===== src/hdl/mdh_pkg.sv =====
package mdh_pkg;

    // Character codes used by the line parser
    localparam logic [7:0] CH_NUL    = 8'h00;
    localparam logic [7:0] CH_NL     = 8'h0A;
    localparam logic [7:0] CH_HASH   = 8'h23;
    localparam logic [7:0] CH_STAR   = 8'h2A;
    localparam logic [7:0] CH_TICK   = 8'h60;
    localparam logic [7:0] CH_DASH   = 8'h2D;
    localparam logic [7:0] CH_BRACK  = 8'h5B;
    localparam logic [7:0] CH_BANG   = 8'h21;
    localparam logic [7:0] CH_GT     = 8'h3E;
    localparam logic [7:0] CH_ZERO   = 8'h30;

    localparam logic [2:0] MAX_LEVEL = 3'd6;

    // Tag text, right-aligned: leftmost character in the highest used byte
    localparam logic [8*9-1:0] STR_EM_OPEN      = 72'("<em>");
    localparam logic [8*9-1:0] STR_EM_CLOSE     = 72'("</em>");
    localparam logic [8*9-1:0] STR_STRONG_OPEN  = 72'("<strong>");
    localparam logic [8*9-1:0] STR_STRONG_CLOSE = 72'("</strong>");

    // Leading tag of a burst
    typedef enum logic [2:0] {
        TAG_NONE,
        TAG_EM_OPEN,
        TAG_EM_CLOSE,
        TAG_STRONG_OPEN,
        TAG_STRONG_CLOSE,
        TAG_H_OPEN
    } tag_t;

    // Trailing part of a burst
    typedef enum logic [1:0] {
        SUF_NONE,
        SUF_CHAR,
        SUF_NL,
        SUF_H_CLOSE
    } suf_t;

    // One burst of HTML bytes caused by a single input transfer
    typedef struct packed {
        tag_t       tag;
        suf_t       suf;
        logic [2:0] level;
        logic [7:0] ch;
    } burst_t;

    function automatic logic [7:0] str_pick(logic [8*9-1:0] s, logic [3:0] len,
                                            logic [3:0] i);
        logic [3:0] pos;
        pos = len - 4'd1 - i;
        return s[{pos, 3'b000} +: 8];
    endfunction

    function automatic logic [3:0] tag_len(tag_t tag);
        case (tag)
            TAG_EM_OPEN:      return 4'd4;
            TAG_EM_CLOSE:     return 4'd5;
            TAG_STRONG_OPEN:  return 4'd8;
            TAG_STRONG_CLOSE: return 4'd9;
            TAG_H_OPEN:       return 4'd4;
            default:          return 4'd0;
        endcase
    endfunction

    function automatic logic [3:0] suf_len(suf_t suf);
        case (suf)
            SUF_CHAR:    return 4'd1;
            SUF_NL:      return 4'd1;
            SUF_H_CLOSE: return 4'd6;
            default:     return 4'd0;
        endcase
    endfunction

    function automatic logic [7:0] tag_byte(tag_t tag, logic [2:0] level, logic [3:0] i);
        logic [8*9-1:0] h_open;
        h_open = {40'd0, "<h", CH_ZERO + {5'd0, level}, ">"};
        case (tag)
            TAG_EM_OPEN:      return str_pick(STR_EM_OPEN, 4'd4, i);
            TAG_EM_CLOSE:     return str_pick(STR_EM_CLOSE, 4'd5, i);
            TAG_STRONG_OPEN:  return str_pick(STR_STRONG_OPEN, 4'd8, i);
            TAG_STRONG_CLOSE: return str_pick(STR_STRONG_CLOSE, 4'd9, i);
            TAG_H_OPEN:       return str_pick(h_open, 4'd4, i);
            default:          return CH_NUL;
        endcase
    endfunction

    function automatic logic [7:0] suf_byte(suf_t suf, logic [2:0] level, logic [7:0] ch,
                                            logic [3:0] i);
        logic [8*9-1:0] h_close;
        h_close = {24'd0, "</h", CH_ZERO + {5'd0, level}, ">", CH_NL};
        case (suf)
            SUF_CHAR:    return ch;
            SUF_NL:      return CH_NL;
            SUF_H_CLOSE: return str_pick(h_close, 4'd6, i);
            default:     return CH_NUL;
        endcase
    endfunction

endpackage


===== src/hdl/markdown_subset_to_html.sv =====
// The first HTML byte of an input transfer is valid in the cycle after the transfer.
// Throughput: one input transfer per cycle while each causes at most one byte and
//   the output does not stall; a transfer causing more bytes (up to 10) holds off the
//   next transfer until its last byte leaves the single-byte output burst register.
// Reset: rst_n is asynchronous, active low; it returns the parser to line start
//   with emphasis cleared and empties the output burst.
module markdown_subset_to_html
    import mdh_pkg::*;
(
    input  logic       clk,
    input  logic       rst_n,
    input  logic       in_valid,
    output logic       in_ready,
    input  logic [7:0] text_byte,
    input  logic       end_of_text,
    output logic       out_valid,
    input  logic       out_ready,
    output logic [7:0] html_byte,
    output logic       last_of_run
);

    logic   take;
    logic   has_output;
    burst_t burst;

    assign take = in_valid && in_ready;

    // Parse the input byte against the line state
    mdh_parse u_parse
    (
        .clk         (clk),
        .rst_n       (rst_n),
        .take        (take),
        .text_byte   (text_byte),
        .end_of_text (end_of_text),
        .burst       (burst),
        .has_output  (has_output)
    );

    // Serialize the resulting burst onto the output channel
    mdh_burst u_burst
    (
        .clk         (clk),
        .rst_n       (rst_n),
        .load        (take && has_output),
        .burst_in    (burst),
        .free        (in_ready),
        .out_valid   (out_valid),
        .out_ready   (out_ready),
        .html_byte   (html_byte),
        .last_of_run (last_of_run)
    );

endmodule


===== src/hdl/mdh_parse.sv =====
module mdh_parse
    import mdh_pkg::*;
(
    input  logic       clk,
    input  logic       rst_n,
    input  logic       take,
    input  logic [7:0] text_byte,
    input  logic       end_of_text,
    output burst_t     burst,
    output logic       has_output
);

    typedef enum logic [2:0] {
        MODE_START,
        MODE_HASH,
        MODE_HEAD,
        MODE_PARA,
        MODE_DROP
    } mode_t;

    mode_t      mode_reg, mode_next;
    logic [2:0] hash_count_reg, hash_count_next;
    logic       bold_open_reg, bold_open_next;
    logic       italic_open_reg, italic_open_next;
    logic       star_pending_reg, star_pending_next;

    logic [7:0] c;
    logic       is_end;
    logic       is_drop_char;
    logic       do_para;
    tag_t       tag;
    suf_t       suf;

    // Classify the byte against the line state and build the burst
    always_comb
    begin
        c            = end_of_text ? CH_NL : text_byte;
        is_end       = (c == CH_NL) || (c == CH_NUL);
        is_drop_char = (c == CH_TICK) || (c == CH_DASH) || (c == CH_BRACK) ||
                       (c == CH_BANG) || (c == CH_GT);

        mode_next         = mode_reg;
        hash_count_next   = hash_count_reg;
        bold_open_next    = bold_open_reg;
        italic_open_next  = italic_open_reg;
        star_pending_next = star_pending_reg;
        tag               = TAG_NONE;
        suf               = SUF_NONE;
        do_para           = 1'b0;

        case (mode_reg)
            MODE_START:
            begin
                if (c == CH_NL)
                begin
                    mode_next = MODE_START;
                end
                else if (c == CH_NUL || is_drop_char)
                begin
                    mode_next = MODE_DROP;
                end
                else if (c == CH_HASH)
                begin
                    mode_next       = MODE_HASH;
                    hash_count_next = 3'd1;
                end
                else
                begin
                    mode_next = MODE_PARA;
                    do_para   = 1'b1;
                end
            end
            MODE_HASH:
            begin
                if (c == CH_HASH)
                begin
                    if (hash_count_reg >= MAX_LEVEL)
                    begin
                        mode_next       = MODE_DROP;
                        hash_count_next = 3'd0;
                    end
                    else
                    begin
                        hash_count_next = hash_count_reg + 3'd1;
                    end
                end
                else
                begin
                    // The byte after the hashes is skipped
                    tag = TAG_H_OPEN;
                    if (is_end)
                    begin
                        suf             = SUF_H_CLOSE;
                        mode_next       = (c == CH_NL) ? MODE_START : MODE_DROP;
                        hash_count_next = 3'd0;
                    end
                    else
                    begin
                        mode_next = MODE_HEAD;
                    end
                end
            end
            MODE_HEAD:
            begin
                if (is_end)
                begin
                    suf             = SUF_H_CLOSE;
                    mode_next       = (c == CH_NL) ? MODE_START : MODE_DROP;
                    hash_count_next = 3'd0;
                end
                else
                begin
                    suf = SUF_CHAR;
                end
            end
            MODE_PARA:
            begin
                do_para = 1'b1;
            end
            default:
            begin
                if (c == CH_NL)
                begin
                    mode_next = MODE_START;
                end
            end
        endcase

        // Paragraph text: stars toggle emphasis, line end closes the line
        if (do_para)
        begin
            if (c == CH_STAR)
            begin
                if (star_pending_reg)
                begin
                    star_pending_next = 1'b0;
                    tag               = bold_open_reg ? TAG_STRONG_CLOSE : TAG_STRONG_OPEN;
                    bold_open_next    = !bold_open_reg;
                end
                else
                begin
                    star_pending_next = 1'b1;
                end
            end
            else
            begin
                if (star_pending_reg)
                begin
                    star_pending_next = 1'b0;
                    tag               = italic_open_reg ? TAG_EM_CLOSE : TAG_EM_OPEN;
                    italic_open_next  = !italic_open_reg;
                end
                if (is_end)
                begin
                    suf               = SUF_NL;
                    mode_next         = (c == CH_NL) ? MODE_START : MODE_DROP;
                    bold_open_next    = 1'b0;
                    italic_open_next  = 1'b0;
                    star_pending_next = 1'b0;
                end
                else
                begin
                    suf = SUF_CHAR;
                end
            end
        end
    end

    assign burst.tag   = tag;
    assign burst.suf   = suf;
    assign burst.level = hash_count_reg;
    assign burst.ch    = c;
    assign has_output  = (tag != TAG_NONE) || (suf != SUF_NONE);

    // Advance line state on each input transfer
    always_ff @(posedge clk or negedge rst_n)
    begin
        if (!rst_n)
        begin
            mode_reg         <= MODE_START;
            hash_count_reg   <= 3'd0;
            bold_open_reg    <= 1'b0;
            italic_open_reg  <= 1'b0;
            star_pending_reg <= 1'b0;
        end
        else if (take)
        begin
            mode_reg         <= mode_next;
            hash_count_reg   <= hash_count_next;
            bold_open_reg    <= bold_open_next;
            italic_open_reg  <= italic_open_next;
            star_pending_reg <= star_pending_next;
        end
    end

endmodule


===== src/hdl/mdh_burst.sv =====
module mdh_burst
    import mdh_pkg::*;
(
    input  logic       clk,
    input  logic       rst_n,
    input  logic       load,
    input  burst_t     burst_in,
    output logic       free,
    output logic       out_valid,
    input  logic       out_ready,
    output logic [7:0] html_byte,
    output logic       last_of_run
);

    logic       valid_reg, valid_next;
    burst_t     burst_reg;
    logic [3:0] idx_reg, idx_next;
    logic [3:0] tlen;
    logic [3:0] total;
    logic       is_last;
    logic       out_xfer;

    // Pick the current byte from the tag or the trailing part
    always_comb
    begin
        tlen    = tag_len(burst_reg.tag);
        total   = tlen + suf_len(burst_reg.suf);
        is_last = (idx_reg == total - 4'd1);
        if (idx_reg < tlen)
        begin
            html_byte = tag_byte(burst_reg.tag, burst_reg.level, idx_reg);
        end
        else
        begin
            html_byte = suf_byte(burst_reg.suf, burst_reg.level, burst_reg.ch,
                                 idx_reg - tlen);
        end
    end

    assign out_valid   = valid_reg;
    assign last_of_run = is_last;
    assign out_xfer    = valid_reg && out_ready;
    assign free        = !valid_reg || (out_ready && is_last);

    // Step through the burst, reload when the last byte leaves or the register is empty
    always_comb
    begin
        valid_next = valid_reg;
        idx_next   = idx_reg;
        if (out_xfer)
        begin
            if (is_last)
            begin
                valid_next = 1'b0;
                idx_next   = 4'd0;
            end
            else
            begin
                idx_next = idx_reg + 4'd1;
            end
        end
        if (load)
        begin
            valid_next = 1'b1;
            idx_next   = 4'd0;
        end
    end

    always_ff @(posedge clk or negedge rst_n)
    begin
        if (!rst_n)
        begin
            valid_reg <= 1'b0;
            idx_reg   <= 4'd0;
        end
        else
        begin
            valid_reg <= valid_next;
            idx_reg   <= idx_next;
        end
    end

    // Hold the burst payload
    always_ff @(posedge clk)
    begin
        if (load)
        begin
            burst_reg <= burst_in;
        end
    end

endmodule


===== config.mk =====
export PLATFORM = sky130hd
export DESIGN_NAME = markdown_subset_to_html
export DESIGN_NICKNAME = d
export VERILOG_FILES = /design/src/hdl/mdh_pkg.sv /design/src/hdl/markdown_subset_to_html.sv /design/src/hdl/mdh_parse.sv /design/src/hdl/mdh_burst.sv
export SDC_FILE = /design/constraint.sdc
export NUM_CORES = 1
export LEC_CHECK = 0
export BUFFER_PORTS_ARGS = -buffer_cell sky130_fd_sc_hd__clkbuf_2
export CORE_MARGIN = 1.5
export CORE_UTILIZATION = 31
export CTS_CLUSTER_SIZE = 30
export DETAILED_ROUTE_END_ITERATION = 8
export GPL_ROUTABILITY_DRIVEN = 0
export PLACE_DENSITY = 0.55
export SLEW_MARGIN = 20
export SYNTH_ARGS = -nofsm -noshare
export SYNTH_HDL_FRONTEND = slang
export SYNTH_SLANG_ARGS = --single-unit

===== constraint.sdc =====
create_clock -name clk -period 8.9 [get_ports clk]
set_input_delay 1.78 -clock clk [delete_from_list [all_inputs] [get_ports clk]]
set_output_delay 1.78 -clock clk [all_outputs]
set_load 0.01 [all_outputs]

== After elaboration in Yosys (flattened, before gate mapping) ==
Index checks and enable logic that the tools add are counted.
Storage, ports and cells
  register bits: 30
  bits in latches: 0
  memory bits (writable): 0
  memory bits (read-only): 0
  bits of input ports: 13
  logic and storage cells: 144
  memories kept: 0
Cells by class
  $add $sub $neg: 11
  multiply operators: 0
  div/mod/pow operators: 0
  magnitude comparators: 2
  equal/unequal tests: 24
  shifts and indexed selects: 6
  multiplexer cells: 58
  bitwise gates (word level): 1
  reduce and logical (&&, ||, !) cells: 31
Operators by type and width (number)
  $shiftx A72 B8 Y8 const A: 4
  $shiftx A72 B8 Y8: 2
  $mux W3: 24
  $eq A8 B6 Y1 const B: 5
  $pmux W8 S5: 1
  $pmux W8 S3: 1
  $eq A8 B7 Y1 const B: 2
  $mux W2: 8
  $mux W8: 2
  $pmux W4 S4: 1
  $mux W1: 13
  $eq A3 B2 Y1 const B: 4
  $mux W4: 3
  $pmux W3 S4: 1
  $sub A3 B4 Y4 const A: 3
  $reduce_bool A2 Y1: 5
  $pmux W3 S3: 1
  $eq A8 B4 Y1 const B: 1
  $logic_not A8 Y1: 1
  $logic_or A1 B1 Y1: 8
  $reduce_and A4 Y1: 2
  $add A6 B3 Y7 const A: 1
  $eq A3 B1 Y1 const B: 2
  $eq A3 B3 Y1 const B: 2
  25 further kinds: 36

== Longest topological paths before layout ==
  depth after elaboration: 16
  depth in mapped cells: 14
  gate-level depth less buffers: 13

== Cells and area by module ==
A second synthesis with hierarchy kept.
Unflattened totals
  cells, all modules: 350
  area total of the unflattened synthesis: 2949.1 µm²
Modules (own cells, without submodules)
  mdh_burst: times used 1, cells an instance 217, area an instance 1940.6 µm²
  mdh_parse: times used 1, cells an instance 131, area an instance 996.0 µm²
  markdown_subset_to_html: times used 1, cells an instance 2, area an instance 12.5 µm²

== Worst setup path before layout ==
Ideal clock, no wire load.
  kind: register to output
  from: reg u_burst.burst_reg[13] (netlist bit)
  to: out html_byte[2]
  arrival: 2.641 ns
  slack: 4.479 ns
  cell stages (with the launch flop): 13
  cell sequence: edfxtp_1 buf_6 nor2b_4 buf_4 nor2_1 ha_1 fa_1 clkbuf_1 inv_1 nor2_1 mux2i_1 a22oi_1 o22ai_1
Between the ends
  longest elaborated chain between the ends: 8
  elaborated cells on any way between the ends: 14
  those cells by class: add/sub (2); order compare (1); eq/ne (5); shift (1); mux (4); reduce/logical (1)
RTL lines
  start: declaration: line mdh_burst.sv:16  | burst_t burst_reg;
  start signal: assignment: line mdh_burst.sv:88  | burst_reg <= burst_in;
  $eq A3 B1 Y1 / $eq A3 B3 Y1 (equally long branches): line mdh_pkg.sv:57, mdh_pkg.sv:79
  $reduce_or A2 Y1 (no source line)
  $pmux W4 S4: line mdh_pkg.sv:57  | case (tag)
  $sub A4 B4 Y4: line mdh_burst.sv:36  | idx_reg - tlen);
  $sub A3 B4 Y4: line mdh_pkg.sv:52  | pos = len - 4'd1 - i;
  $shiftx A72 B8 Y8: line mdh_pkg.sv:53  | return s[{pos, 3'b000} +: 8];
  $pmux W8 S3: line mdh_pkg.sv:93  | case (suf)
  $mux W8 (*): line mdh_burst.sv:29  | if (idx_reg < tlen)
  end: declaration: line markdown_subset_to_html.sv:18  | output logic [7:0] html_byte,
Mark *: on every way between the ends. The rest lies on a longest branch, timed or not.

== Final worst setup path ==
  from: reg u_burst.burst_reg[15] (netlist bit)
  to: out html_byte[5]
The elaborated chain is that of the path after synthesis.

==> results.toml <==
[worst_setup_path]
cp_slowest_stage_delay_ns = 0.60
crit_chain = "nor3b_4 -> nor2_1 -> ha_1 -> fa_1 -> xnor2_1 -> nor2_1 -> o21ai_0 -> a21oi_1 -> a21oi_1 -> o22ai_1 -> clkbuf_2"
worst-path-buf-inv = 1
critPathKind = "flip-flop to primary output"
crit_family = "simple AND/OR/NAND/NOR gates"
cp.required_ns = 7.12
r2r_slack_ns = 5.62
timing.rr.end = "u_burst.burst_reg[3]"
slowest_stage = "edfxtp_1"
r2r-start = "u_burst.burst_reg[15]"
rr_worst_depth = 12
crit_path_max_fanout = 13
end_kind = "primary output"
cp_data_arrival_time_ns = 3.23
critPathLaunchType = "flip-flop"
crit_path_start = "u_burst.burst_reg[15]"

[sta]
hold_slack_ns = 0.494
slew_violations = 0
hold_viol_final = 0
setup_viol = 0
layout_worst_path_cycle_share_pct = 56.2
fin_skew_ns = 0.00916
rsz0062_at_grt = "false"
finalCriticalPeriod_ns = 5.01
timing.fmax_ghz = 0.200
finalSetupTns_ns = 0
maxSlewHeadroom_pct = 57.1
max_slew.worst_pin.slew_ns = 0.641

[floorplanning]
dieArea_um2 = 10300
row_count = 35
die_h_um = 102
start_util_pct = 32.3
core_region_area_um2 = 9330
io_pins = 24
fp.dieW_um = 102

[cts]
cts_sinks = 30
hold_buffers = 0
path_clk_slew_ns = 0.07
postCtsSetupBuffers = 0
cts_tree = "done"
cts.repair.resized = 0
root_buffer = "clkbuf_8"
numCtsBuffers = 5
clock_latency_ns = 0.29
cts_buffer_depth = 2
cts.htree.levels = 2

[drt]
vias = 2651
drt_iter0_drc = 135
wl_per_cell_um = 14.8
drc = 0
firstDrtPassIters = 5
drt.antenna.violating_nets = 0
vias_per_cell = 5.34
drt_wl_total_um = 7350

[place]
io_buffers = 23
dp_cells = 488
hpwl_um = 5640

[power_and_ir_drop]
power_density_nw_per_um2 = 258
power_leakage_nw = 1.34
power_mw = 0.844
peakVddDrop_mv = 0.137

[grt]
grt_overflow = 0
grt_pass1_vias = 2451
grt_pass1_wl_um = 12100
antenna_found_initial = 0
grt_max_degree = 21
track_usage_pct = 14.7

[logic_synthesis]
mappedNetlistArea_um2 = 3010
synth.avg_cell_area_um2 = 8.52
yosysSeqAreaShare_pct = 27.6
synthAdderAreaFrac_pct = 13.6
synth_compound_area_share_pct = 24.1
synth_edf_count = 16
synth_flop_cell = "edfxtp_1"
synth_top_family_by_area = "compound AO/OA/AOI/OAI gates"
ys.warnings.count = 0
synthSimpleGateAreaFrac_pct = 21.8
async_reset_ff_share_pct = 46.7
synth-xor-area-share_pct = 4.37
ys_seq_elements = 30
netlist_instances = 353
synthMuxAreaShare_pct = 1.79
syn_nets = 398
ys_types = 70

[cells_and_area]
fin_nets = 411
final-seq-area_um2 = 831
multiInputGateArea_um2 = 1980
num_antenna_cells = 0
largest_reg_flops = 16
syn_to_final_growth_pct = 8.77
drive_gt1_share_pct = 13.4
final_cells = 496
nFillCells = 983
final_util_pct = 35.1

[run]
maxCapViolCount = 0

[run_status]
status = "finished, final reports clean"

[min_path]
whs_path_depth = 1
holdPathEnd = "u_parse.hash_count_reg[2]"
hp-class = "flip-flop to flip-flop"
worstHoldStart = "u_parse.hash_count_reg[2]"
cells in the mapped netlist (all sizes together) (2+ instances only):
master,count,area [µm²]
mux2,3,33.8
nand4,3,18.8
nand3,6,35.0
nand2,30,120
nor2b,11,76.3
or2,3,18.8
mux2i,2,20.0
a2bb2oi,2,17.5
a22oi,3,22.5
edfxtp,16,480
buf,9,70.1
o211ai,2,15.0
and2b,2,15.0
a21o,2,15.0
a21oi,27,135
and2,4,25.0
clkbuf,9,35.0
a211oi,6,45.0
o31a,2,17.5
a221oi,3,26.3
o31ai,6,45.0
nor2,33,126
ha,31,388
a31oi,3,18.8
xnor2,11,96.3
dfrtp,14,350
nor3,9,45.0
o21ai,21,109
or3,4,25.0
nor4,3,18.8
and3,3,18.8
inv,26,97.6
o41ai,2,32.5
nand2b,3,18.8
xor2,4,35.0
a32oi,3,33.8
o22ai,10,62.6
logic make-up (layout without fill, tap and decap cells):
family,after synthesis,count (layout)
compound gates,104,104
xor+xnor,15,15
fa+ha+maj,32,32
buf+inv,44,58
flops,30,30
mux,5,5
simple gates,123,123
through the flow:
stage                     instance area, µm²  setup WS (ns)
after floorplan                         3010           4.48
after global placement                  3190           4.22
after detailed placement                3190           4.19
after CTS                               3270           3.88
after global routing                    3270           3.59
final                                   3270           3.89
how the worst max path moves through the flow:
stage,end,slack [ns],cells past startpoint
global route,html_byte[3],3.59,10
floorplan,html_byte[2],4.48,12
global placement,html_byte[5],4.22,11
finish,html_byte[5],3.89,11
detailed placement,html_byte[5],4.19,11
CTS,html_byte[5],3.88,11
report_power, final:
part / total (mW) / leakage, nW / switching, mW / internal, mW
clock: 0.107 / 0.0416 / 0.0532 / 0.0534
combinational: 0.498 / 0.971 / 0.295 / 0.203
sequential: 0.240 / 0.326 / 0.0657 / 0.174
total: 0.844 / 1.34 / 0.414 / 0.430
cell usage in the layout (no fill, tap or decap), drive strengths merged, types with 4 or more instances in the layout:
| master | count |
|---|---|
| nor2 | 33 |
| ha | 31 |
| nand2 | 30 |
| clkbuf | 28 |
| a21oi | 27 |
| inv | 26 |
| o21ai | 21 |
| edfxtp | 16 |
| dfrtp | 14 |
| xnor2 | 11 |
| nor2b | 11 |
| o22ai | 10 |
| nor3 | 9 |
| o31ai | 6 |
| a211oi | 6 |
| nand3 | 6 |
| xor2 | 4 |
| and2 | 4 |
| or3 | 4 |
cell type report:
cell class	count	share of cell area (%)
multi-input cells	279	60.4
flip-flops and latches	30	25.4
well taps	129	4.93
repair buffers	24	3.75
inverters	26	2.98
clock buffers	5	2.10
clock inverters	3	0.497
worst reg2reg max path: cells and delay by family, from the launching register on:
kind | cells | cell delay [ns]
buf+inv | 2 | 0.31
xor+xnor | 1 | 0.23
flops | 1 | 0.60
fa+ha+maj | 2 | 0.39
compound gates | 2 | 0.65
simple gates | 5 | 0.79
layer usage:
metal / up-vias / wire length (µm) / global-route usage [%]
met4: 0 / 183 / 5.34
met1: 1239 / 3620 / 21.3
met2: 78 / 3220 / 22.2
met3: 16 / 334 / 2.07
li1: 1318 / - / -
met5: - / 0 / 0
No activity file was read; power rests on OpenSTA's default activity.
